===== src/design/assert_macros.svh =====
// Assertion macros used by the fixed-point ALU top level.
`ifndef ASSERT_MACROS_SVH
`define ASSERT_MACROS_SVH

// Clocked assertion with reset masking; clk and rst_n must be in scope.
`define ASSERT_CLK(label, prop, msg) \
    label: assert property (@(posedge clk) disable iff (!rst_n) prop) \
        else $error(msg);

// Implication form of the clocked assertion.
`define ASSERT_IMPL(label, ante, cons, msg) \
    `ASSERT_CLK(label, (ante) |-> (cons), msg)

`endif


===== src/design/fpa_pkg.sv =====
// Package with operation codes and the side-band record of the fixed-point ALU.
package fpa_pkg;

    localparam logic [3:0] ACT_ADD   = 4'd0;
    localparam logic [3:0] ACT_SUB   = 4'd1;
    localparam logic [3:0] ACT_MUL   = 4'd2;
    localparam logic [3:0] ACT_DIV   = 4'd3;
    localparam logic [3:0] ACT_MIN   = 4'd4;
    localparam logic [3:0] ACT_MAX   = 4'd5;
    localparam logic [3:0] ACT_INC   = 4'd6;
    localparam logic [3:0] ACT_DEC   = 4'd7;
    localparam logic [3:0] ACT_TOINT = 4'd8;

    // Radix-2 quotient bits resolved by each divider stage.
    localparam int unsigned DIV_STEP = 4;

    // Everything that rides alongside the divider data.
    typedef struct packed {
        logic signed [31:0] res;
        logic               lt;
        logic               eq;
        logic               gt;
        logic               dz;
        logic               is_div;
        logic               qneg;
    } side_t;

endpackage


===== src/design/fpa_div_stage.sv =====
// One divider stage: a few restoring division steps on the magnitudes.
module fpa_div_stage #(
    parameter int unsigned DWP = 40
) (
    input  logic            clk,
    input  logic            rst_n,
    input  logic            in_valid,
    output logic            in_ready,
    input  fpa_pkg::side_t  in_side,
    input  logic [31:0]     in_rem,
    input  logic [DWP-1:0]  in_dq,
    input  logic [31:0]     in_dvs,
    output logic            out_valid,
    input  logic            out_ready,
    output fpa_pkg::side_t  out_side,
    output logic [31:0]     out_rem,
    output logic [DWP-1:0]  out_dq,
    output logic [31:0]     out_dvs
);

    logic            v_reg;
    fpa_pkg::side_t  side_reg;
    logic [31:0]     rem_reg, rem_next;
    logic [DWP-1:0]  dq_reg, dq_next;
    logic [31:0]     dvs_reg;
    logic [32:0]     r;

    assign in_ready = !v_reg || out_ready;

    // The remainder stays below the divisor, so 33 bits hold the shifted value.
    always_comb
    begin
        r       = {1'b0, in_rem};
        dq_next = in_dq;
        for (int i = 0; i < int'(fpa_pkg::DIV_STEP); i++)
        begin
            r       = {r[31:0], dq_next[DWP-1]};
            dq_next = {dq_next[DWP-2:0], 1'b0};
            if (r >= {1'b0, in_dvs})
            begin
                r          = r - {1'b0, in_dvs};
                dq_next[0] = 1'b1;
            end
        end
        rem_next = r[31:0];
    end

    always_ff @(posedge clk or negedge rst_n)
    begin
        if (!rst_n)
        begin
            v_reg <= 1'b0;
        end
        else if (in_ready)
        begin
            v_reg <= in_valid;
        end
    end

    always_ff @(posedge clk)
    begin
        if (in_ready && in_valid)
        begin
            side_reg <= in_side;
            rem_reg  <= rem_next;
            dq_reg   <= dq_next;
            dvs_reg  <= in_dvs;
        end
    end

    assign out_valid = v_reg;
    assign out_side  = side_reg;
    assign out_rem   = rem_reg;
    assign out_dq    = dq_reg;
    assign out_dvs   = dvs_reg;

endmodule


===== config.mk =====
export PLATFORM = sky130hd
export DESIGN_NAME = fpa_div_stage
export DESIGN_NICKNAME = d
export VERILOG_FILES = /design/src/design/assert_macros.svh /design/src/design/fpa_pkg.sv /design/src/design/fpa_div_stage.sv
export SDC_FILE = /design/constraint.sdc
export NUM_CORES = 1
export LEC_CHECK = 0
export BUFFER_PORTS_ARGS = -buffer_cell sky130_fd_sc_hd__buf_2
export CAP_MARGIN = 5
export CORE_MARGIN = 5
export CORE_UTILIZATION = 56
export DETAILED_ROUTE_END_ITERATION = 8
export PLACE_DENSITY = 0.83
export RECOVER_POWER = 100
export SYNTH_ARGS = -nofsm -noshare
export SYNTH_HDL_FRONTEND = slang
export SYNTH_SLANG_ARGS = --single-unit

===== constraint.sdc =====
create_clock -name clk -period 5.4 [get_ports clk]
set_input_delay 0.81 -clock clk [delete_from_list [all_inputs] [get_ports clk]]
set_output_delay 0.81 -clock clk [all_outputs]
set_load 0.005 [all_outputs]

==> run_results.csv, run 1 <==
group,metric,value,unit
clock_network,htreeDepth,4,
synth,yosys_warnings,0,
clock_network,clockBufferDepth,2,
floorplan,fp.dieH,159,um
synth,synth_edf_count,142,
floorplan,rows,54,
floorplan,initial_utilization,56.9,%
timing,crit_endpoint,"out_rem[30]$_DFFE_PP_/D",
global_routing,overflow,74,
synth,ys_top_cells_by_area,"edfxtp_1 (34%), ha_1 (13%), xnor2_1 (5.4%), a21oi_1 (4.3%), a21o_1 (3.4%)",
global_routing,antenna_found_initial,15,
synth,netlist_area,12500,um^2
timing,worst-ep-kind,"register input",
placement,gp_congestion,0.981,
placement,hpwl,40500,um
floorplan,die_x,159,um
run_status,status,"did not finish",
synth,synthArstFlopShare,0.699,%
synth,synth_fp_nets,1511,
floorplan,io_pins,290,
synth,avgSynthCellArea,10.1,um^2
synth,ys_types,87,
synth,synth_top_area_cell,"edfxtp_1",
synth,synth_top_area_share,34.2,%
synth,synth_ff_type,"edfxtp_1",
run_status,error,"[ERROR GRT-0232] Routing congestion too high. Check the congestion heatmap in the GUI.",
global_routing,grt_max_degree,96,
synth,ys_seq_elements,143,
clock_network,cts_made_buffers,17,
clock_network,cts_sinks,143,
synth,synth_cells,1233,
global_routing,grt_use_total,75.6,%
run_status,stop_stage,"global routing (5_1_grt)",
placement,numPortBuffers,289,
synth,ys_seq_area_share,34.4,%
placement,place_inst,2277,
clock_network,root_buffer,"clkbuf_16",
==> per-layer routing <==
| metal | GRT usage [%] | GRT overflow |
|---|---|---|
| met1 | 73.2 | 0 |
| met2 | 91.1 | 40 |
| met3 | 63.4 | 0 |
| met4 | 76.6 | 33 |
| met5 | 33.5 | 1 |
==> synthesized netlist by cell type (all sizes together), types with 5 or more instances <==
master  instances
edfxtp        142
ha            128
a21oi         109
inv            82
o21ai          79
xnor2          77
mux2           74
nand2          71
nor2           63
a21o           57
xor2           28
nand3          26
mux2i          24
nand4          20
o21a           18
nor3           17
nand2b         16
o21bai         16
buf            14
a31oi          12
and2           11
and3           11
o31ai          11
a211oi         10
o211ai         10
clkbuf          9
a21boi          8
nor2b           8
and4            7
or3             6
a221oi          5
a311oi          5
==> stage by stage <==
| step | instance area (um^2) | setup WS [ns] | util [%] | TNS (ns) |
|---|---|---|---|---|
| floorplan | 12900 | -5.20 | - | -172.03 |
| global placement | 18300 | -5.52 | 83.4 | -183.10 |
| detailed placement | 18300 | -5.94 | 83.4 | -196.64 |
| CTS | 19600 | -5.17 | 89.3 | -171.05 |
==> what timing repair did <==
item	CTS
pin swaps	25
endpoints found under the hold margin	0
cloned	1
resized for setup	88
setup buffers	46
setup endpoints to repair	34
hold buffers	0
==> cells by family after synthesis <==
group                    Yosys count  share of synthesized area, %
AO/OA/AOI/OAI                    378                          20.3
XOR/XNOR                         105                          7.38
adder cells (fa/ha/maj)          132                          13.5
buffers and inverters            106                          3.83
flip-flops                       143                          34.4
multiplexers                      98                          9.56
AND/OR/NAND/NOR                  271                          11.0
==> run 2: changes to the inputs <==
--- a/config.mk
+++ b/config.mk
@@ -8,9 +8,9 @@
 export BUFFER_PORTS_ARGS = -buffer_cell sky130_fd_sc_hd__buf_2
 export CAP_MARGIN = 5
 export CORE_MARGIN = 5
-export CORE_UTILIZATION = 56
+export CORE_UTILIZATION = 40
 export DETAILED_ROUTE_END_ITERATION = 8
-export PLACE_DENSITY = 0.83
+export PLACE_DENSITY_LB_ADDON = 0.15
 export RECOVER_POWER = 100
 export SYNTH_ARGS = -nofsm -noshare
 export SYNTH_HDL_FRONTEND = slang
==> run 2 against run 1 <==
- the flow now finishes, with violations (capacitance limit, slew limit, setup timing)
- synthesized cell count did not move
- area after synthesis did not move
==> run_results.csv, run 2 <==
group,metric,value,unit
finish,fillCellCount,2605,
timing,period_minus_slack,10.43,ns
synth,synthArstFlopShare,0.699,%
drt,drt_iter0_markers,806,
hold_path,hp-class,"input port to asynchronous set/reset pin",
setup_path,worstSetupPathType,"input port to flop",
drt,first_pass_iters,5,
setup_path,end_kind,"flop",
synth,avgSynthCellArea,10.1,um^2
finish,fin_area,19800,um^2
timing,fmax,0.0959,GHz
placement,dpl_cell_area,18300,um^2
placement,numPortBuffers,289,
synth,synth_cells,1233,
setup_path,critPathMaxFanout,6,
timing,final.setup.tns,-164.56,ns
timing,rsz0062_at_grt,"yes",
drt,wl,47000,um
clock_network,cts_tree,"built",
setup_path,cp_slowest_cell,"or3_1",
placement,hpwl,39100,um
synth,netlist_area,12500,um^2
floorplan,rows,64,
run_status,status,"finished, violations left",
placement,gp_congestion,0.909,
setup_path,slowest_delay,0.36,ns
synth,synth_top_area_cell,"edfxtp_1",
global_routing,grt_pass1_wl,72000,um
setup_path,crit_top_cell,"a21oi_2",
synth,ys_top_cells_by_area,"edfxtp_1 (34%), ha_1 (13%), xnor2_1 (5.4%), a21oi_1 (4.3%), a21o_1 (3.4%)",
timing,setup_violations,34,
drt,wl_per_cell,19.0,um
floorplan,initial_utilization,40.6,%
synth,yosys_warnings,0,
clock_network,root_buffer,"clkbuf_16",
floorplan,core_area,30700,um^2
drt,detail-route-antenna-nets,0,
drt,viasPerCell,5.21,
finish,instances_no_fill,2470,
floorplan,dieArea,34800,um^2
synth,ys_seq_area_share,34.4,%
global_routing,grt_max_degree,73,
clock_network,clockBufferDepth,2,
clock_network,clock_latency,0.43,ns
timing,hold_viol_final,0,
clock_network,clk_pin_slew,0.06,ns
synth,ys_seq_elements,143,
setup_path,start_kind,"input port",
synth,ys_types,87,
global_routing,overflow,0,
power,leakage,9.07,nW
synth,synth_fp_nets,1511,
power,ir_worst_vdd,0.470,mV
power,cellPowerDensity,739,nW/um^2
drt,drc,0,
global_routing,antenna_found_initial,1,
finish,final_net_count,2338,
job,max_cap_violations,1,
timing,tightestPinTransition,3.34,ns
synth,yosys-top-cells-count,"edfxtp_1 (142), ha_1 (128), a21oi_1 (108), inv_1 (80), xnor2_1 (77)",
finish,final_common_cell,"buf_4",
timing,fin_ws,-5.03,ns
timing,post-route-period-util,193,%
timing,fin_skew,0.00839,ns
synth,synth_edf_count,142,
synth,synth_ff_type,"edfxtp_1",
finish,mostFrequentLayoutCells,"buf_4 (520), buf_2 (170), edfxtp_1 (142)",
global_routing,grt_use_total,25.8,%
timing,final-max-slew-violation-count,72,
finish,area_delta_synth_final,58.7,%
clock_network,cts_made_buffers,17,
timing,relSlewSlack,-123,%
finish,largest_reg_flops,40,
finish,multi_input_area,8610,um^2
setup_path,cp_data_required_time,5.58,ns
run_status,violations,"capacitance limit, slew limit, setup timing",
global_routing,grt_pass1_vias,13200,
synth,yosysMostFrequentCell,"edfxtp_1",
synth,synth_top_area_share,34.2,%
finish,drive_gt1_share,45.8,%
floorplan,fp.dieH,186,um
floorplan,die_x,186,um
setup_path,cp.arrival,10.61,ns
clock_network,cts_sinks,143,
finish,layout.area.seq,4290,um^2
floorplan,io_pins,290,
drt,num_vias,12900,
clock_network,htreeDepth,4,
clock_network,cts_hold_buf,0,
placement,place_inst,2384,
==> run 2: cell counts after synthesis <==
Identical to the previous run, type by type.
==> run 2: area by class of cell <==
class / count / share of cell area, %
multi-input combinational: 984 / 43.6
tap: 396 / 2.51
timing repair inverter: 2 / 0.114
clock inverter: 15 / 0.601
inverter: 83 / 1.78
sequential: 143 / 21.7
antenna: 1 / 0.0127
clock buffer: 17 / 2.15
timing repair buffer: 829 / 27.6
==> run 2: kinds of logic (layout without fill, tap and decap cells) <==
| kind of cell | after synthesis | in the layout | synth area share, % |
|---|---|---|---|
| other | 0 | 1 | 0 |
| xor gates and xnor gates | 105 | 105 | 7.38 |
| AOI/OAI and AO/OA | 378 | 378 | 20.3 |
| and+or+nand+nor | 271 | 271 | 11.0 |
| adders and majority gates | 132 | 132 | 13.5 |
| buffers and inverters | 106 | 946 | 3.83 |
| DFF | 143 | 143 | 34.4 |
| muxes | 98 | 98 | 9.56 |
==> run 2: repair_timing <==
item	4_1_cts	5_1_grt
setup buffers	42	12
pin swaps	35	17
cloned	3	0
setup endpoints to repair	34	34
hold endpoints to repair	0	0
gates resized for setup	108	29
==> run 2: critical path: cells and delay by family <==
kind | cells | cell delay (ns)
AOI/OAI and AO/OA | 24 | 4.70
adders and majority gates | 4 | 1.02
buffers and inverters | 9 | 1.17
muxes | 3 | 0.77
and+or+nand+nor | 10 | 2.13
==> run 2: per-stage QoR <==
step / hold slack (ns) / power, mW / utilization [%] / setup WS (ns)
after CTS: 0.123 / 14.5 / 64.5 / -4.85
after global routing: 0.129 / 15.6 / 64.5 / -5.40
final: 0.144 / 14.6 / 64.5 / -5.03
after detailed placement: 0.524 / 12.1 / 59.8 / -5.89
after floorplan: 0.514 / 7.92 / - / -5.20
after global placement: 0.506 / 12.0 / 59.8 / -5.66
==> run 2: path summary, 6_finish.rpt <==
| path | slack (ns) | end | from | cells past startpoint |
|---|---|---|---|---|
| max | -5.03 | out_rem[7]$_DFFE_PP_ | in_dvs[17] | 50 |
| min | 0.14 | out_valid$_DFFE_PN0N_ | rst_n | 1 |
| max reg2reg | 0.85 | out_dq[14]$_DFFE_PP_ | out_valid$_DFFE_PN0N_ | 3 |
| min reg2reg | 0.53 | out_valid$_DFFE_PN0N_ | out_valid$_DFFE_PN0N_ | 2 |
| max in group asynchronous | 5.17 | out_valid$_DFFE_PN0N_ | rst_n | 1 |
| min in group clk | 0.53 | out_valid$_DFFE_PN0N_ | out_valid$_DFFE_PN0N_ | 2 |
==> run 2: layer usage <==
metal,GRT usage (%),routed length (um),share of wire (%),up-vias
met2,44.1,22400,48,385
li1,-,-,-,6311
met5,0,0,0,-
met1,34.1,20900,45,6133
met3,4.58,2650,5.7,49
met4,6.70,967,2.1,0
==> run 2: report_power, final <==
part / internal, mW / switching, mW / total, mW / leakage, nW
registers: 1.70 / 0.0608 / 1.76 / 1.36
clock network: 0.627 / 0.464 / 1.09 / 0.262
logic: 6.55 / 5.20 / 11.8 / 7.44
Power figures use the tool's default switching activity.
