==> config.mk <==
export PLATFORM = sky130hd
export DESIGN_NAME = fpa_front_flat
export DESIGN_NICKNAME = d
export VERILOG_FILES = /design/src/design/assert_macros.svh /design/src/design/fpa_pkg.sv /design/src/design/fpa_in_if.sv /design/src/design/fpa_front.sv /design/src/flat_wrapper.sv
export SDC_FILE = /design/constraint.sdc
export NUM_CORES = 2
export LEC_CHECK = 0
export ABC_AREA = 1
export BUFFER_PORTS_ARGS = -buffer_cell sky130_fd_sc_hd__buf_2
export CAP_MARGIN = 10
export CELL_PAD_IN_SITES_DETAIL_PLACEMENT = 1
export CELL_PAD_IN_SITES_GLOBAL_PLACEMENT = 2
export CORE_MARGIN = 2
export CORE_UTILIZATION = 35
export CTS_CLUSTER_SIZE = 28
export DETAILED_ROUTE_END_ITERATION = 12
export PLACE_DENSITY = 0.77
export SLEW_MARGIN = 20
export SYNTH_ARGS = -nofsm -noshare
export SYNTH_HDL_FRONTEND = slang
export SYNTH_SLANG_ARGS = --single-unit
==> constraint.sdc <==
create_clock -name clk -period 6 [get_ports clk]
set_input_delay 0 -clock clk [delete_from_list [all_inputs] [get_ports clk]]
set_output_delay 0 -clock clk [all_outputs]
set_load 0.02 [all_outputs]
==> src/design/assert_macros.svh <==
// Assertion macros used by the fixed-point ALU top level.
`ifndef ASSERT_MACROS_SVH
`define ASSERT_MACROS_SVH

// Clocked assertion with reset masking; clk and rst_n must be in scope.
`define ASSERT_CLK(label, prop, msg) \
    label: assert property (@(posedge clk) disable iff (!rst_n) prop) \
        else $error(msg);

// Implication form of the clocked assertion.
`define ASSERT_IMPL(label, ante, cons, msg) \
    `ASSERT_CLK(label, (ante) |-> (cons), msg)

`endif

==> src/design/fpa_pkg.sv <==
// Package with operation codes and the side-band record of the fixed-point ALU.
package fpa_pkg;

    localparam logic [3:0] ACT_ADD   = 4'd0;
    localparam logic [3:0] ACT_SUB   = 4'd1;
    localparam logic [3:0] ACT_MUL   = 4'd2;
    localparam logic [3:0] ACT_DIV   = 4'd3;
    localparam logic [3:0] ACT_MIN   = 4'd4;
    localparam logic [3:0] ACT_MAX   = 4'd5;
    localparam logic [3:0] ACT_INC   = 4'd6;
    localparam logic [3:0] ACT_DEC   = 4'd7;
    localparam logic [3:0] ACT_TOINT = 4'd8;

    // Radix-2 quotient bits resolved by each divider stage.
    localparam int unsigned DIV_STEP = 4;

    // Everything that rides alongside the divider data.
    typedef struct packed {
        logic signed [31:0] res;
        logic               lt;
        logic               eq;
        logic               gt;
        logic               dz;
        logic               is_div;
        logic               qneg;
    } side_t;

endpackage

==> src/design/fpa_in_if.sv <==
// Input channel of the fixed-point ALU: action code and two operands.
interface fpa_in_if;
    logic               valid;
    logic               ready;
    logic [3:0]         action;
    logic signed [31:0] operand_a;
    logic signed [31:0] operand_b;

    modport source (output valid, action, operand_a, operand_b, input ready);
    modport sink   (input valid, action, operand_a, operand_b, output ready);
endinterface

==> src/design/fpa_front.sv <==
// Front end: decode, simple operations, multiply and divider setup in two stages.
module fpa_front #(
    parameter int unsigned FRAC_BITS = 8,
    parameter int unsigned DWP       = 40
) (
    input  logic                clk,
    input  logic                rst_n,
    fpa_in_if.sink              req,
    output logic                out_valid,
    input  logic                out_ready,
    output fpa_pkg::side_t      out_side,
    output logic [DWP-1:0]      out_dq,
    output logic [31:0]         out_dvs
);

    // Stage one registers.
    logic                  v1_reg;
    fpa_pkg::side_t        side1_reg, side1_next;
    logic signed [63:0]    prod_reg, prod_next;
    logic                  mul1_reg, mul1_next;
    logic [DWP-1:0]        dq1_reg, dq1_next;
    logic [31:0]           dvs1_reg, dvs1_next;
    // Stage two registers.
    logic                  v2_reg;
    fpa_pkg::side_t        side2_reg, side2_next;
    logic [DWP-1:0]        dq2_reg;
    logic [31:0]           dvs2_reg;

    logic                  rdy1, rdy2;
    logic signed [31:0]    a, b;
    logic [31:0]           abs_a;
    logic signed [63:0]    prod_sh;

    assign a = req.operand_a;
    assign b = req.operand_b;
    assign rdy2 = !v2_reg || out_ready;
    assign rdy1 = !v1_reg || rdy2;
    assign req.ready = rdy1;

    always_comb
    begin
        side1_next        = '0;
        side1_next.lt     = a < b;
        side1_next.eq     = a == b;
        side1_next.gt     = a > b;
        side1_next.is_div = req.action == fpa_pkg::ACT_DIV;
        side1_next.dz     = side1_next.is_div && (b == 32'sd0);
        side1_next.qneg   = a[31] ^ b[31];
        mul1_next         = req.action == fpa_pkg::ACT_MUL;
        unique case (req.action)
            fpa_pkg::ACT_ADD:   side1_next.res = a + b;
            fpa_pkg::ACT_SUB:   side1_next.res = a - b;
            fpa_pkg::ACT_MIN:   side1_next.res = (a < b) ? a : b;
            fpa_pkg::ACT_MAX:   side1_next.res = (a > b) ? a : b;
            fpa_pkg::ACT_INC:   side1_next.res = a + 32'sd1;
            fpa_pkg::ACT_DEC:   side1_next.res = a - 32'sd1;
            fpa_pkg::ACT_TOINT: side1_next.res = a >>> FRAC_BITS;
            default:            side1_next.res = '0;
        endcase
        prod_next = 64'(a) * 64'(b);
        abs_a     = a[31] ? 32'(-a) : a;
        dvs1_next = b[31] ? 32'(-b) : b;
        dq1_next  = DWP'(abs_a) << FRAC_BITS;
    end

    always_comb
    begin
        prod_sh    = prod_reg >>> FRAC_BITS;
        side2_next = side1_reg;
        if (mul1_reg)
        begin
            side2_next.res = prod_sh[31:0];
        end
    end

    always_ff @(posedge clk or negedge rst_n)
    begin
        if (!rst_n)
        begin
            v1_reg <= 1'b0;
            v2_reg <= 1'b0;
        end
        else
        begin
            if (rdy1)
            begin
                v1_reg <= req.valid;
            end
            if (rdy2)
            begin
                v2_reg <= v1_reg;
            end
        end
    end

    always_ff @(posedge clk)
    begin
        if (rdy1 && req.valid)
        begin
            side1_reg <= side1_next;
            prod_reg  <= prod_next;
            mul1_reg  <= mul1_next;
            dq1_reg   <= dq1_next;
            dvs1_reg  <= dvs1_next;
        end
        if (rdy2 && v1_reg)
        begin
            side2_reg <= side2_next;
            dq2_reg   <= dq1_reg;
            dvs2_reg  <= dvs1_reg;
        end
    end

    assign out_valid = v2_reg;
    assign out_side  = side2_reg;
    assign out_dq    = dq2_reg;
    assign out_dvs   = dvs2_reg;

endmodule

==> src/flat_wrapper.sv <==
// flat-port wrapper written by rule: the top's interface ports become plain ports
module fpa_front_flat 
#(
    parameter int unsigned FRAC_BITS = 8,
    parameter int unsigned DWP       = 40
)
  (clk, rst_n, out_valid, out_ready, out_side, out_dq, out_dvs, req_valid, req_action, req_operand_a, req_operand_b, req_ready);
  fpa_in_if req_i ();
  input  logic clk;
  input  logic rst_n;
  output logic out_valid;
  input  logic out_ready;
  output fpa_pkg::side_t out_side;
  output logic [DWP-1:0] out_dq;
  output logic [31:0] out_dvs;
  input wire logic [$bits(req_i.valid)-1:0] req_valid;
  input wire logic [$bits(req_i.action)-1:0] req_action;
  input wire logic [$bits(req_i.operand_a)-1:0] req_operand_a;
  input wire logic [$bits(req_i.operand_b)-1:0] req_operand_b;
  output wire logic [$bits(req_i.ready)-1:0] req_ready;
  assign req_i.valid = req_valid;
  assign req_i.action = req_action;
  assign req_i.operand_a = req_operand_a;
  assign req_i.operand_b = req_operand_b;
  assign req_ready = req_i.ready;
  fpa_front #(.FRAC_BITS(FRAC_BITS), .DWP(DWP)) u_core (.clk(clk), .rst_n(rst_n), .req(req_i), .out_valid(out_valid), .out_ready(out_ready), .out_side(out_side), .out_dq(out_dq), .out_dvs(out_dvs));
endmodule
* Word-level counts from Yosys, hierarchy flattened
Index checks and enable logic that the tools add are counted.
** Operators by class
- Add/sub/neg operators :: 6
- Multipliers :: 1
- Order comparisons :: 2
- Eq/ne operators :: 9
- Multiplexer cells :: 6
- Bitwise gates (word level) :: 1
- Reduce and logical (&&, ||, !) cells :: 9
** Operator list (number)
- one-hot mux 32 bit (7 select lines) :: 1
- 2-to-1 mux 32 bit :: 3
- negation 32 bit :: 2
- 2-to-1 mux 31 bit :: 2
- multiplier 32 x 32 -> 40 bit :: 1
- adder 32 x 2 -> 32 bit (second input constant) :: 1
- adder 32 bit :: 1
- == test 32 bit :: 1
- greater-than comparator 32 bit :: 1
- zero test 32 bit :: 1
- less-than comparator 32 bit :: 1
- subtractor 32 x 2 -> 32 bit (second input constant) :: 1
- subtractor 32 bit :: 1
- == test 4 x 3 -> 1 bit (second input constant) :: 4
- == test 4 x 2 -> 1 bit (second input constant) :: 2
- == test 4 x 1 -> 1 bit (second input constant) :: 1
- == test 4 bit (second input constant) :: 1
- zero test 4 bit :: 1
- logical AND 1 bit :: 3
- zero test 1 bit :: 2
- logical OR 1 bit :: 2
- bitwise XOR 1 bit :: 1
** Word-level totals
- Flip-flop bits (word level) :: 247
- Input bits :: 72
- Output and inout bits :: 112
- Logic and storage cells :: 58

* Longest topological paths before layout
- Depth in word-level cells :: 4
- Depth in mapped cells :: 31
- Gate-level depth less buffers :: 29

* Worst setup path before layout
No wires, ideal clock.
- Path kind :: in2reg
- From :: input req_operand_a[12]
- To :: register u_core.prod_reg[35] (data pin)
- Setup time :: 0.252 ns
- Arrival time :: 6.152 ns
- Data required time :: 5.748 ns
- Path slack :: -0.404 ns
- Cell stages on the path :: 26
- Buffers on the path :: 2
- Cell sequence :: clkbuf_1 clkbuf_1 nand2_1 inv_1 fa_1 fa_1 fa_1 inv_1 fa_1 inv_1 fa_1 inv_1 fa_1 inv_1 fa_1 fa_1 ha_1 nand2_1 nor2_1 nand2_1 nor4_1 a21oi_1 o21bai_1 nand2_1 nand3_1 nand2_1
** Between the ends
- Cells in the longest elaborated chain, start to end :: 1
** RTL lines
- start, declared :: line flat_wrapper.sv:18 : input wire logic [$bits(req_i.operand_a)-1:0] req_operand_a;
- multiplier 32 x 32 -> 40 bit :: line fpa_front.sv:60 : prod_next = 64'(a) * 64'(b);
- via u_core.prod_next[35] :: line fpa_front.sv:19 : logic signed [63:0] prod_reg, prod_next;
- end signal, assigned :: line fpa_front.sv:101 : prod_reg <= prod_next;
- end, declared :: line fpa_front.sv:19
The timed path passes the listed nets, and every way through them passes these cells.
A chain may end at the register's enable or synchronous reset.

* Final worst setup path
- From :: input req_operand_a[13]
- To :: register u_core.prod_reg[31] (data pin)
Same word-level chain as after synthesis.

==> metrics <==
Starting DRT DRC Count 2,562; root cell of the clock tree clkbuf_16; count of different cell masters after synthesis 53; final hold vios 0; Post-synth EDFFs 237; largest net degree at the start of global routing 86; H-tree depth 1; synthesized netlist cell count 4,968; period utilization 0.976; post-DP HPWL 142,000 µm; Final Max Slew Viols 0; element type at the critical path end flop; HP Class in2reg; Vert. Die Dim 341 µm; wire per inst 23.9 µm; top post-synthesis cells by count inv_1, nand2_1, fa_1; Slowest cell on crit path fa_1; Worst Reg-to-Reg Cells 4; Worst EP required 6.34 ns; setup slack, reg-to-reg 3.52 ns; Sink Count 239; actual slew at the worst max-slew pin 1.21 ns; Initial Util 0.353; ys flop type edfxtp_1; DIE AREA 116,000 µm²; fin crit period 5.86 ns; CP startpoint req_operand_a[13]; Post-Syn Area 39,700 µm²; Layout Skew 0.0263 ns; RSZ-0062 raised after global routing true; vias per std cell 4.98; Max transition margin 0.185; final instance area 47,500 µm²; status complete, no violations; initial antenna violation count 12; Mean Syn Cell Area 8.00 µm²; crit path launch type input pin; Synth top area share 0.324; Vias 34,600; GP Congestion 0.965; IO buf count 175; final net count 6,378; First-pass DRT Iterations 6; share of layout cells above drive strength 1 0.163; Ports 184; GR Util All Layers 0.287; TritonCTS clock tree yes; Endpoint, Worst Hold u_core.side1_reg[15]; first-pass GRT wire length 246,000 µm; Peak Freq 0.171 GHz; WP data arrival 6.20 ns; Synth async-reset ratio 0.00837; CTS buffer count 26; min-delay src req_operand_b[9]; placed instance area 45,700 µm²; area leader, netlist fa_1; number of setup violations in the final report 0; Ys Warns 0; FP Rows 123; synth top area cells fa_1, edfxtp_1, inv_1; core region area 112,000 µm²; number of global-route vias before repair 37,200; CP peak stage delay 0.62 ns; DRC 0; r2r startpoint u_core.out_valid; most frequent CP cell fa_1; sequential share of the synthesized area 0.180; crit-path cells buf_6 -> buf_12 -> buf_12 -> nand2_1 -> inv_1 -> fa_1 -> inv_1 -> fa_1 -> fa_2 -> fa_2 -> fa_1 -> inv_1 -> fa_1 -> fa_1 -> fa_1 -> ha_4 -> a21oi_2 -> o21a_1 -> o221ai_2 -> buf_4 -> o21bai_1 -> buf_4 -> xor2_2; chip width 341 µm; Final Routed Wirelength 166,000 µm; Max Fanout on Critical Path 9; GRT overflow 0; most common cell in the netlist inv_1; max-cap violations 0; Hold Path Depth 4; Worst-path clk slew 0.09 ns; FF+latch count, synth 239; deepest clock path buffer count 3; P&R area growth vs syn 19.4%; antenna-violating nets left 0; worst-skew pair later-pin latency 0.60 ns; Worst Path Class, Setup in2reg; RR Endpoint u_core.prod_reg[29]
==> cell usage in the layout (no fill, tap or decap), types with 130 or more instances in the layout <==
cell type / instances
inv_1: 1304
nand2_1: 1231
fa_1: 630
buf_4: 394
edfxtp_1: 237
ha_1: 224
nor2_1: 200
nand3_1: 146
buf_2: 145
a21oi_1: 140
o21ai_0: 130
==> worst max-delay path, delay by kind of cell <==
kind	cells	cell delay, ns
AO/OA/AOI/OAI	4	0.62
XOR/XNOR	1	0.14
adder cells (fa/ha/maj)	9	4.46
buffers and inverters	8	0.90
AND/OR/NAND/NOR	1	0.06
==> how the worst max path moves through the flow <==
| stage | end | slack [ns] | depth (start not counted) |
|---|---|---|---|
| finish | u_core.prod_reg[31] | 0.14 | 23 |
| global route | u_core.prod_reg[38] | -0.09 | 27 |
| CTS | u_core.prod_reg[37] | 0.0009 | 28 |
| detailed placement | u_core.prod_reg[31] | -0.84 | 26 |
| global placement | u_core.prod_reg[33] | -0.75 | 19 |
| floorplan | u_core.prod_reg[35] | -0.08 | 26 |
==> cell families (layout without fill, tap and decap cells) <==
| family | Yosys count | in the layout | share of synthesized area |
|---|---|---|---|
| AND/OR/NAND/NOR | 1758 | 1758 | 0.182 |
| buffers and inverters | 1546 | 2014 | 0.148 |
| adder cells (fa/ha/maj) | 883 | 883 | 0.400 |
| AO/OA/AOI/OAI | 385 | 385 | 0.0541 |
| flip-flops | 239 | 239 | 0.180 |
| XOR/XNOR | 124 | 124 | 0.0273 |
| multiplexers | 32 | 32 | 0.00907 |
| other | 1 | 9 | 0.0000944 |
==> metrics by stage <==
stage                     worst slack (ns)  setup TNS [ns]  instances  utilization  hold WS [ns]
after floorplan                    -0.0795         -0.0843       4975            -        -0.296
after global placement              -0.746          -16.24       6880        0.407        -0.213
after detailed placement            -0.842          -18.20       6880        0.407        -0.212
after CTS                         0.000874               0       6938        0.415        0.0157
after global routing               -0.0939          -0.283       6944        0.422        0.0253
final                                0.141               0       6944        0.422       0.00461
==> area by class of cell <==
type                       instances  area [µm²]
antenna                            1        2.50
clock buffer                      29         662
clock inverter                    19         153
fill                           13500       65000
inverter                        1323        4970
multi-input combinational       3190       27300
sequential                       239        7170
tap                             1500        1880
timing repair buffer             643        5360
==> per-layer routing <==
layer / routed length [µm] / up-vias / GRT usage
li1: - / 15600 / -
met1: 74700 / 17900 / 0.406
met2: 78300 / 961 / 0.482
met3: 8720 / 167 / 0.0257
met4: 4230 / 0 / 0.0571
met5: 0 / - / 0
==> timing repair <==
action	4_1_cts	5_1_grt
endpoints found under the setup margin	17	25
buffers inserted	1	3
cloned	0	2
hold endpoints to repair	8	0
resized for setup	23	179
pin swaps	2	49
hold buffers	9	0
Power is left out: the tool's default activity adds up to more than one toggle a clock period on the data nets, which glitch-free logic cannot reach.
