**src/design/assert_macros.svh**
```systemverilog
// Assertion macros used by the fixed-point ALU top level.
`ifndef ASSERT_MACROS_SVH
`define ASSERT_MACROS_SVH

// Clocked assertion with reset masking; clk and rst_n must be in scope.
`define ASSERT_CLK(label, prop, msg) \
    label: assert property (@(posedge clk) disable iff (!rst_n) prop) \
        else $error(msg);

// Implication form of the clocked assertion.
`define ASSERT_IMPL(label, ante, cons, msg) \
    `ASSERT_CLK(label, (ante) |-> (cons), msg)

`endif

```
**src/design/fpa_pkg.sv**
```systemverilog
// Package with operation codes and the side-band record of the fixed-point ALU.
package fpa_pkg;

    localparam logic [3:0] ACT_ADD   = 4'd0;
    localparam logic [3:0] ACT_SUB   = 4'd1;
    localparam logic [3:0] ACT_MUL   = 4'd2;
    localparam logic [3:0] ACT_DIV   = 4'd3;
    localparam logic [3:0] ACT_MIN   = 4'd4;
    localparam logic [3:0] ACT_MAX   = 4'd5;
    localparam logic [3:0] ACT_INC   = 4'd6;
    localparam logic [3:0] ACT_DEC   = 4'd7;
    localparam logic [3:0] ACT_TOINT = 4'd8;

    // Radix-2 quotient bits resolved by each divider stage.
    localparam int unsigned DIV_STEP = 4;

    // Everything that rides alongside the divider data.
    typedef struct packed {
        logic signed [31:0] res;
        logic               lt;
        logic               eq;
        logic               gt;
        logic               dz;
        logic               is_div;
        logic               qneg;
    } side_t;

endpackage

```
**src/design/fpa_out_if.sv**
```systemverilog
// Output channel of the fixed-point ALU: result word and flags.
interface fpa_out_if;
    logic               valid;
    logic               ready;
    logic signed [31:0] result;
    logic               a_less_b;
    logic               a_equal_b;
    logic               a_greater_b;
    logic               divide_by_zero;

    modport source (output valid, result, a_less_b, a_equal_b, a_greater_b,
                    divide_by_zero, input ready);
    modport sink   (input valid, result, a_less_b, a_equal_b, a_greater_b,
                    divide_by_zero, output ready);
endinterface

```
**src/design/fpa_back.sv**
```systemverilog
// Output stage: quotient sign fix-up, result select and the output register.
module fpa_back #(
    parameter int unsigned DWP = 40
) (
    input  logic            clk,
    input  logic            rst_n,
    input  logic            in_valid,
    output logic            in_ready,
    input  fpa_pkg::side_t  in_side,
    input  logic [DWP-1:0]  in_dq,
    fpa_out_if.source       rsp
);

    logic                v_reg;
    logic signed [31:0]  res_reg, res_next;
    logic                lt_reg, eq_reg, gt_reg, dz_reg;
    logic [31:0]         q;

    assign in_ready = !v_reg || rsp.ready;

    always_comb
    begin
        q = in_dq[31:0];
        if (!in_side.is_div)
        begin
            res_next = in_side.res;
        end
        else if (in_side.dz)
        begin
            res_next = '0;
        end
        else
        begin
            res_next = in_side.qneg ? 32'(-q) : q;
        end
    end

    always_ff @(posedge clk or negedge rst_n)
    begin
        if (!rst_n)
        begin
            v_reg <= 1'b0;
        end
        else if (in_ready)
        begin
            v_reg <= in_valid;
        end
    end

    always_ff @(posedge clk)
    begin
        if (in_ready && in_valid)
        begin
            res_reg <= res_next;
            lt_reg  <= in_side.lt;
            eq_reg  <= in_side.eq;
            gt_reg  <= in_side.gt;
            dz_reg  <= in_side.dz;
        end
    end

    assign rsp.valid          = v_reg;
    assign rsp.result         = res_reg;
    assign rsp.a_less_b       = lt_reg;
    assign rsp.a_equal_b      = eq_reg;
    assign rsp.a_greater_b    = gt_reg;
    assign rsp.divide_by_zero = dz_reg;

endmodule

```
**src/flat_wrapper.sv**
```systemverilog
// flat-port wrapper written by rule: the top's interface ports become plain ports
module fpa_back_flat 
#(
    parameter int unsigned DWP = 40
)
  (clk, rst_n, in_valid, in_ready, in_side, in_dq, rsp_valid, rsp_result, rsp_a_less_b, rsp_a_equal_b, rsp_a_greater_b, rsp_divide_by_zero, rsp_ready);
  fpa_out_if rsp_i ();
  input  logic clk;
  input  logic rst_n;
  input  logic in_valid;
  output logic in_ready;
  input  fpa_pkg::side_t in_side;
  input  logic [DWP-1:0] in_dq;
  output wire logic [$bits(rsp_i.valid)-1:0] rsp_valid;
  output wire logic [$bits(rsp_i.result)-1:0] rsp_result;
  output wire logic [$bits(rsp_i.a_less_b)-1:0] rsp_a_less_b;
  output wire logic [$bits(rsp_i.a_equal_b)-1:0] rsp_a_equal_b;
  output wire logic [$bits(rsp_i.a_greater_b)-1:0] rsp_a_greater_b;
  output wire logic [$bits(rsp_i.divide_by_zero)-1:0] rsp_divide_by_zero;
  input wire logic [$bits(rsp_i.ready)-1:0] rsp_ready;
  assign rsp_valid = rsp_i.valid;
  assign rsp_result = rsp_i.result;
  assign rsp_a_less_b = rsp_i.a_less_b;
  assign rsp_a_equal_b = rsp_i.a_equal_b;
  assign rsp_a_greater_b = rsp_i.a_greater_b;
  assign rsp_divide_by_zero = rsp_i.divide_by_zero;
  assign rsp_i.ready = rsp_ready;
  fpa_back #(.DWP(DWP)) u_core (.clk(clk), .rst_n(rst_n), .in_valid(in_valid), .in_ready(in_ready), .in_side(in_side), .in_dq(in_dq), .rsp(rsp_i));
endmodule
```
**config.mk**
```make
export PLATFORM = sky130hd
export DESIGN_NAME = fpa_back_flat
export DESIGN_NICKNAME = d
export VERILOG_FILES = /design/src/design/assert_macros.svh /design/src/design/fpa_pkg.sv /design/src/design/fpa_out_if.sv /design/src/design/fpa_back.sv /design/src/flat_wrapper.sv
export SDC_FILE = /design/constraint.sdc
export NUM_CORES = 1
export LEC_CHECK = 0
export BUFFER_PORTS_ARGS = -buffer_cell sky130_fd_sc_hd__clkbuf_2
export CAP_MARGIN = 20
export CORE_UTILIZATION = 50
export CTS_CLUSTER_DIAMETER = 200
export DETAILED_ROUTE_END_ITERATION = 10
export PLACE_DENSITY = 0.86
export SYNTH_ARGS = -nofsm -noshare
export SYNTH_HDL_FRONTEND = slang
export SYNTH_SLANG_ARGS = --single-unit
```
**constraint.sdc**
```tcl
create_clock -name clk -period 2.55 [get_ports clk]
set_input_delay 0.1275 -clock clk [delete_from_list [all_inputs] [get_ports clk]]
set_output_delay 0.1275 -clock clk [all_outputs]
set_load 0.01 [all_outputs]
```
=== Word level (Yosys, flattened, before mapping) ===
Index checks and enable logic that the tools add are counted.

* Output and inout bits: 38
* Register bits after elaboration: 37
* Word-level logic and storage cells: 13

* Add/subtract/negate cells: 1
* Reduce and logical (&&, ||, !) cells: 3
* Muxes and demuxes: 3

{| class="wikitable"
|+ Operator list
! cell !! number
|-
| $mux W32 || 3
|-
| $neg A32 Y32 || 1
|-
| $logic_and A1 B1 Y1 || 1
|-
| $logic_not A1 Y1 || 1
|-
| $logic_or A1 B1 Y1 || 1
|}

=== Depth between registers and ports, before layout ===
* Word-level depth: 4
* Mapped depth: 7
* Mapped depth without buffers: 6

=== Worst setup path after synthesis ===
No wires, ideal clock.

* Path kind: input-to-reg
* Start point: in in_dq[6]
* End point: reg u_core.res_reg[26] (netlist: u_core.rsp.result[26]) (data pin)
* Setup time: 135 ps
* Path slack: 405 ps
* Cell stages on the path: 6
* Data arrival time: 2010 ps
* Required time: 2415 ps
* Cells stage by stage: or4_4 > buf_6 > or4_4 > buf_6 > or4_1 > nand3_1

* Longest elaborated chain between the ends: 4

{| class="wikitable"
|+ RTL lines
! item !! line !! RTL
|-
| start, declared || flat_wrapper.sv:13 || <nowiki>input logic [DWP-1:0] in_dq;</nowiki>
|-
| $neg A32 Y32 || fpa_back.sv:34 || <nowiki>res_next = in_side.qneg ? 32'(-q) : q;</nowiki>
|-
| $mux W32 || fpa_back.sv:34 ||
|-
| $mux W32 || fpa_back.sv:28 || <nowiki>else if (in_side.dz)</nowiki>
|-
| $mux W32 || fpa_back.sv:24 || <nowiki>if (!in_side.is_div)</nowiki>
|-
| via u_core.res_next[26] || fpa_back.sv:15 || <nowiki>logic signed [31:0] res_reg, res_next;</nowiki>
|-
| end signal, assigned || fpa_back.sv:54 || <nowiki>res_reg <= res_next;</nowiki>
|-
| end, declared || fpa_back.sv:15 ||
|}

The timed path passes the listed nets, and every way through them passes these cells.
A chain may end at the register's enable or synchronous reset.

=== Worst setup path in the final report ===
* Start point: in in_dq[10]
* End point: reg u_core.res_reg[31] (netlist: u_core.rsp.result[31]) (data pin)

The elaborated chain is that of the path after synthesis.

==> results.md <==
- The run finished with clean final reports.
- The total CTS buffers is 5.
- The total count of hold-check failures in the final report was 0.
- The post-cts resize count is 0.
- Setup repair after global routing left no endpoint under its margin.
- For this design the ratio of total power to cell area is between 500 and 600 nW/µm².
- The number of diodes added for antenna fixing is 0.
- The clock root buffer master is sky130_fd_sc_hd__clkbuf_8.
- The compound-gate portion of the synthesized area is between 20% and 30%.
- The multiplexer share of the synthesized area is less than 1%.
- The final route contains 2585 vias.
- The post-route antenna net violation count is 0.
- Global routing used 4.44% of the available met3 tracks.
- Synthesis produced a netlist whose cell count is ~240.
- STA classifies the critical path startpoint as an input port.
- The Yosys step of the flow raised 0 warnings.
- Among all flip-flop cells after synthesis, the most frequent one is sky130_fd_sc_hd__edfxtp_1.
- The cell with the most instances on the worst path is sky130_fd_sc_hd__or4_1.
- The routability congestion estimate is between 0.8 and 0.9.
- The buffering stage count on the worst path with inverters included is 1.
- The sequential element share of the synthesized area is 44.6%.
- In this run the static leakage power is 1.31 nW.
- The clock latency on the worst-skew pair is 290 ps.
- The overall overflow remaining after global route is 0.
- The y dimension of the die is 72.5 µm.
- The number of core rows is 25.
- In the layout the commonest cells are 111 x sky130_fd_sc_hd__clkbuf_2, 36 x sky130_fd_sc_hd__edfxtp_1, 18 x sky130_fd_sc_hd__nand3_1, 15 x sky130_fd_sc_hd__or4_1, 15 x sky130_fd_sc_hd__nand2_1.
- The number of buffers inserted by port buffering is 111.
- The startpoint-to-endpoint class of the critical path is input port to flip-flop.
- The maximum frequency from static timing analysis is 509 MHz.
- Summed over all nets, the half-perimeter wirelength after detailed placement is 4630 µm.
- The minimum clock period is 1970 ps.
- Before antenna repair, the detailed router went through 5 iterations.
- The longest individual stage delay on the worst path is 650 ps.
- The initial DRC count is between 200 and 300.
- The number of primary I/O pins is between 100 and 150.
- Max-cap violations in this run came to 0.
- The net count of the mapped netlist is 326.
- The synthesized design contains 37 register bits.
- The largest clock skew in the final design is 4.23 ps.
- The commonest non-fill, non-tap cell in the layout is sky130_fd_sc_hd__clkbuf_2.
- After Yosys synthesis, and, or, nand and nor cells account for 23.9% of the synthesized area.
- The maximum number of pins on one net before global-route repair is 37.
- The number of vias per cell is 6.21.
- The element type at the critical path end is a flip-flop.
- For this block, the routed nets add up to 6760 µm of wire.
- The ratio of final minimum period to clock period is between 70 and 80%.
- The number of different library cells used by synthesis comes to between 50 and 60.
- After the last flow step, the layout net total stands at about 430.
- At the worst endpoint, the arrival time is 2110 ps.
- The total core area is 4750 µm².
- The share of post-route cells with drive strength above 1 is 38.7%.
- Among cell families on the critical path, the largest total delay comes from simple AND/OR/NAND/NOR gates.
- The global router's overall resource usage is 26.2%.
- The synthesized design spends more area on one cell type than any other, namely sky130_fd_sc_hd__edfxtp_1.
- The setup violation total in the final timing report is 0.
- The overall die width is a little over 70 µm.
- Summing the areas of all xor and xnor instances in the mapped netlist gives 3.53% of the synthesized area.
- The count of final max-slew check failures was 0.
- The worst-margin pin slew is 760 ps.
- The clock drives 37 sinks.
- The synthesized design devotes to its leading area cell type around 44% of total area.
- Of the total synthesized cell area, the portion taken by full adders, half adders and majority gates is less than 1%.
- The die covers between 5000 and 6000 µm².
- The clock transition time at the flip-flop clock pins of the worst setup and hold paths is 80 ps.
- For this run, design rule violations remaining after detail routing come to 0.
- Yosys attributes the largest share of cell area to sky130_fd_sc_hd__edfxtp_1 44%, sky130_fd_sc_hd__a32oi_1 4.6%, sky130_fd_sc_hd__or4_1 4.5%.
- From synthesis to final layout, the design area changed by 29.1%.
- By area, the combinational part of the netlist is dominated by simple AND/OR/NAND/NOR gates.
- In this run the tightest slew margin relative to its limit is 49.3%.
- The path class of the tightest hold or removal check is input port to flip-flop.
- The number of flops mapped to enable cells by yosys is 36.
- Across the VDD grid, the largest voltage drop is 0.274 mV.
- The first-pass GRT wire length is 10900 µm.
- The met2 usage in global routing is 45.3%.
- The slowest library cell on the worst path is sky130_fd_sc_hd__or4_4.
- After synthesis, the share of flip-flops with an asynchronous set or reset is approximately 2.7%.
- The routing layer with the top usage in global route is met2.
- The critical path data required time is between 2000 and 3000 ps.
- The signal on the critical path passes through clkbuf_2, or4_1, or4_4, or4_1, o211ai_1.
- The wire length per cell after detailed routing is around 16 µm.
- The total power consumption of the routed design is 1.65 mW.
- The starting density of the core is 52.2%.
- The average cell area after synthesis is 10.2 µm².
- The clock tree from TritonCTS is built.
- The initial antenna violation count came to 0.
- The maximum root-to-sink buffer count is 2.
- After routing, the total negative slack on setup checks comes to 0 ps.
- The mapped cell area is 2480 µm².
- The maximum fanout count along the critical path is 12.
- The H-tree was split into 2 levels.
- In this run the post-CTS setup repair buffer count came out at 0.
- The met1 global-route usage is 31.6%.
- The via count of the first global-routing pass is 2505.
per-stage QoR:
step	cells	hold slack, ps	cell area (µm²)	setup slack (ps)	util [%]
floorplan	243	-168	2480	405	-
global placement	407	-97.1	3060	310	64.4
detailed placement	407	-96.9	3060	284	64.4
CTS	416	5.89	3200	586	67.4
global route	416	9.62	3200	507	67.4
finish	416	10.4	3200	584	67.4
Yosys cell counts (6+ instances only):
cell type / n
sky130_fd_sc_hd__edfxtp_1: 36
sky130_fd_sc_hd__nand3_1: 18
sky130_fd_sc_hd__clkbuf_1: 16
sky130_fd_sc_hd__nand2_1: 15
sky130_fd_sc_hd__or4_1: 15
sky130_fd_sc_hd__a32oi_1: 13
sky130_fd_sc_hd__nor3_1: 11
sky130_fd_sc_hd__xnor2_1: 8
sky130_fd_sc_hd__a22o_1: 7
sky130_fd_sc_hd__inv_1: 7
sky130_fd_sc_hd__nand4_1: 7
sky130_fd_sc_hd__o31ai_1: 7
sky130_fd_sc_hd__nor2_1: 6
report_power, final:
| group | leakage, nW | internal, mW | switching (mW) |
|---|---|---|---|
| logic | 0.885 | 0.133 | 0.179 |
| clock network | 0.0681 | 0.389 | 0.220 |
| registers | 0.360 | 0.719 | 0.0104 |
final timing paths:
| kind | startpoint | slack, ps | end | cells past startpoint |
|---|---|---|---|---|
| setup / recovery | in_dq[10] | 580 | u_core.rsp.result[31] | 5 |
| hold / removal | in_side[4] | 10 | u_core.rsp.a_equal_b | 1 |
| setup reg to reg | u_core.rsp.valid | 1170 | u_core.rsp.result[6] | 3 |
| hold reg to reg | u_core.rsp.valid | 540 | u_core.rsp.valid | 2 |
| max in group asynchronous | rst_n | 2330 | u_core.rsp.valid | 2 |
| min in group asynchronous | rst_n | 130 | u_core.rsp.valid | 2 |
layer usage:
layer  wire (µm)  vias to the layer above  share of wire, %
met5           0                        -                 0
met4          80                        0               1.2
met3         672                       11               9.9
met2        3300                      165                49
met1        2710                     1193                40
li1            -                     1216                 -
flip-flops by register name (all words and copies together) (netlist names):
name and count:
u_core.rsp.result 32, u_core.rsp.a_greater_b 1, u_core.rsp.divide_by_zero 1, u_core.rsp.valid 1, u_core.rsp.a_less_b 1, u_core.rsp.a_equal_b 1
layout make-up:
class / instances / area, µm²
Inverter: 8 / 30.0
Timing Repair Buffer: 121 / 633
Fill cell: 404 / 1550
Multi-Input combinational cell: 175 / 1220
Tap cell: 67 / 83.8
Clock inverter: 3 / 65.1
Sequential cell: 37 / 1110
Clock buffer: 5 / 68.8
cells by family (layout without fill, tap and decap cells):
| logic type | count (synthesis) | count (layout) |
|---|---|---|
| buffers and inverters | 31 | 137 |
| flip-flops | 37 | 37 |
| XOR/XNOR | 10 | 10 |
| AND/OR/NAND/NOR | 102 | 102 |
| adder cells (fa/ha/maj) | 1 | 1 |
| AO/OA/AOI/OAI | 61 | 61 |
| multiplexers | 1 | 1 |
repair_timing:
action / CTS / global route
hold buffers: 1 / 0
setup endpoints to repair: 0 / 0
endpoints found under the hold margin: 1 / 0
(Power assumes the default switching activity.)
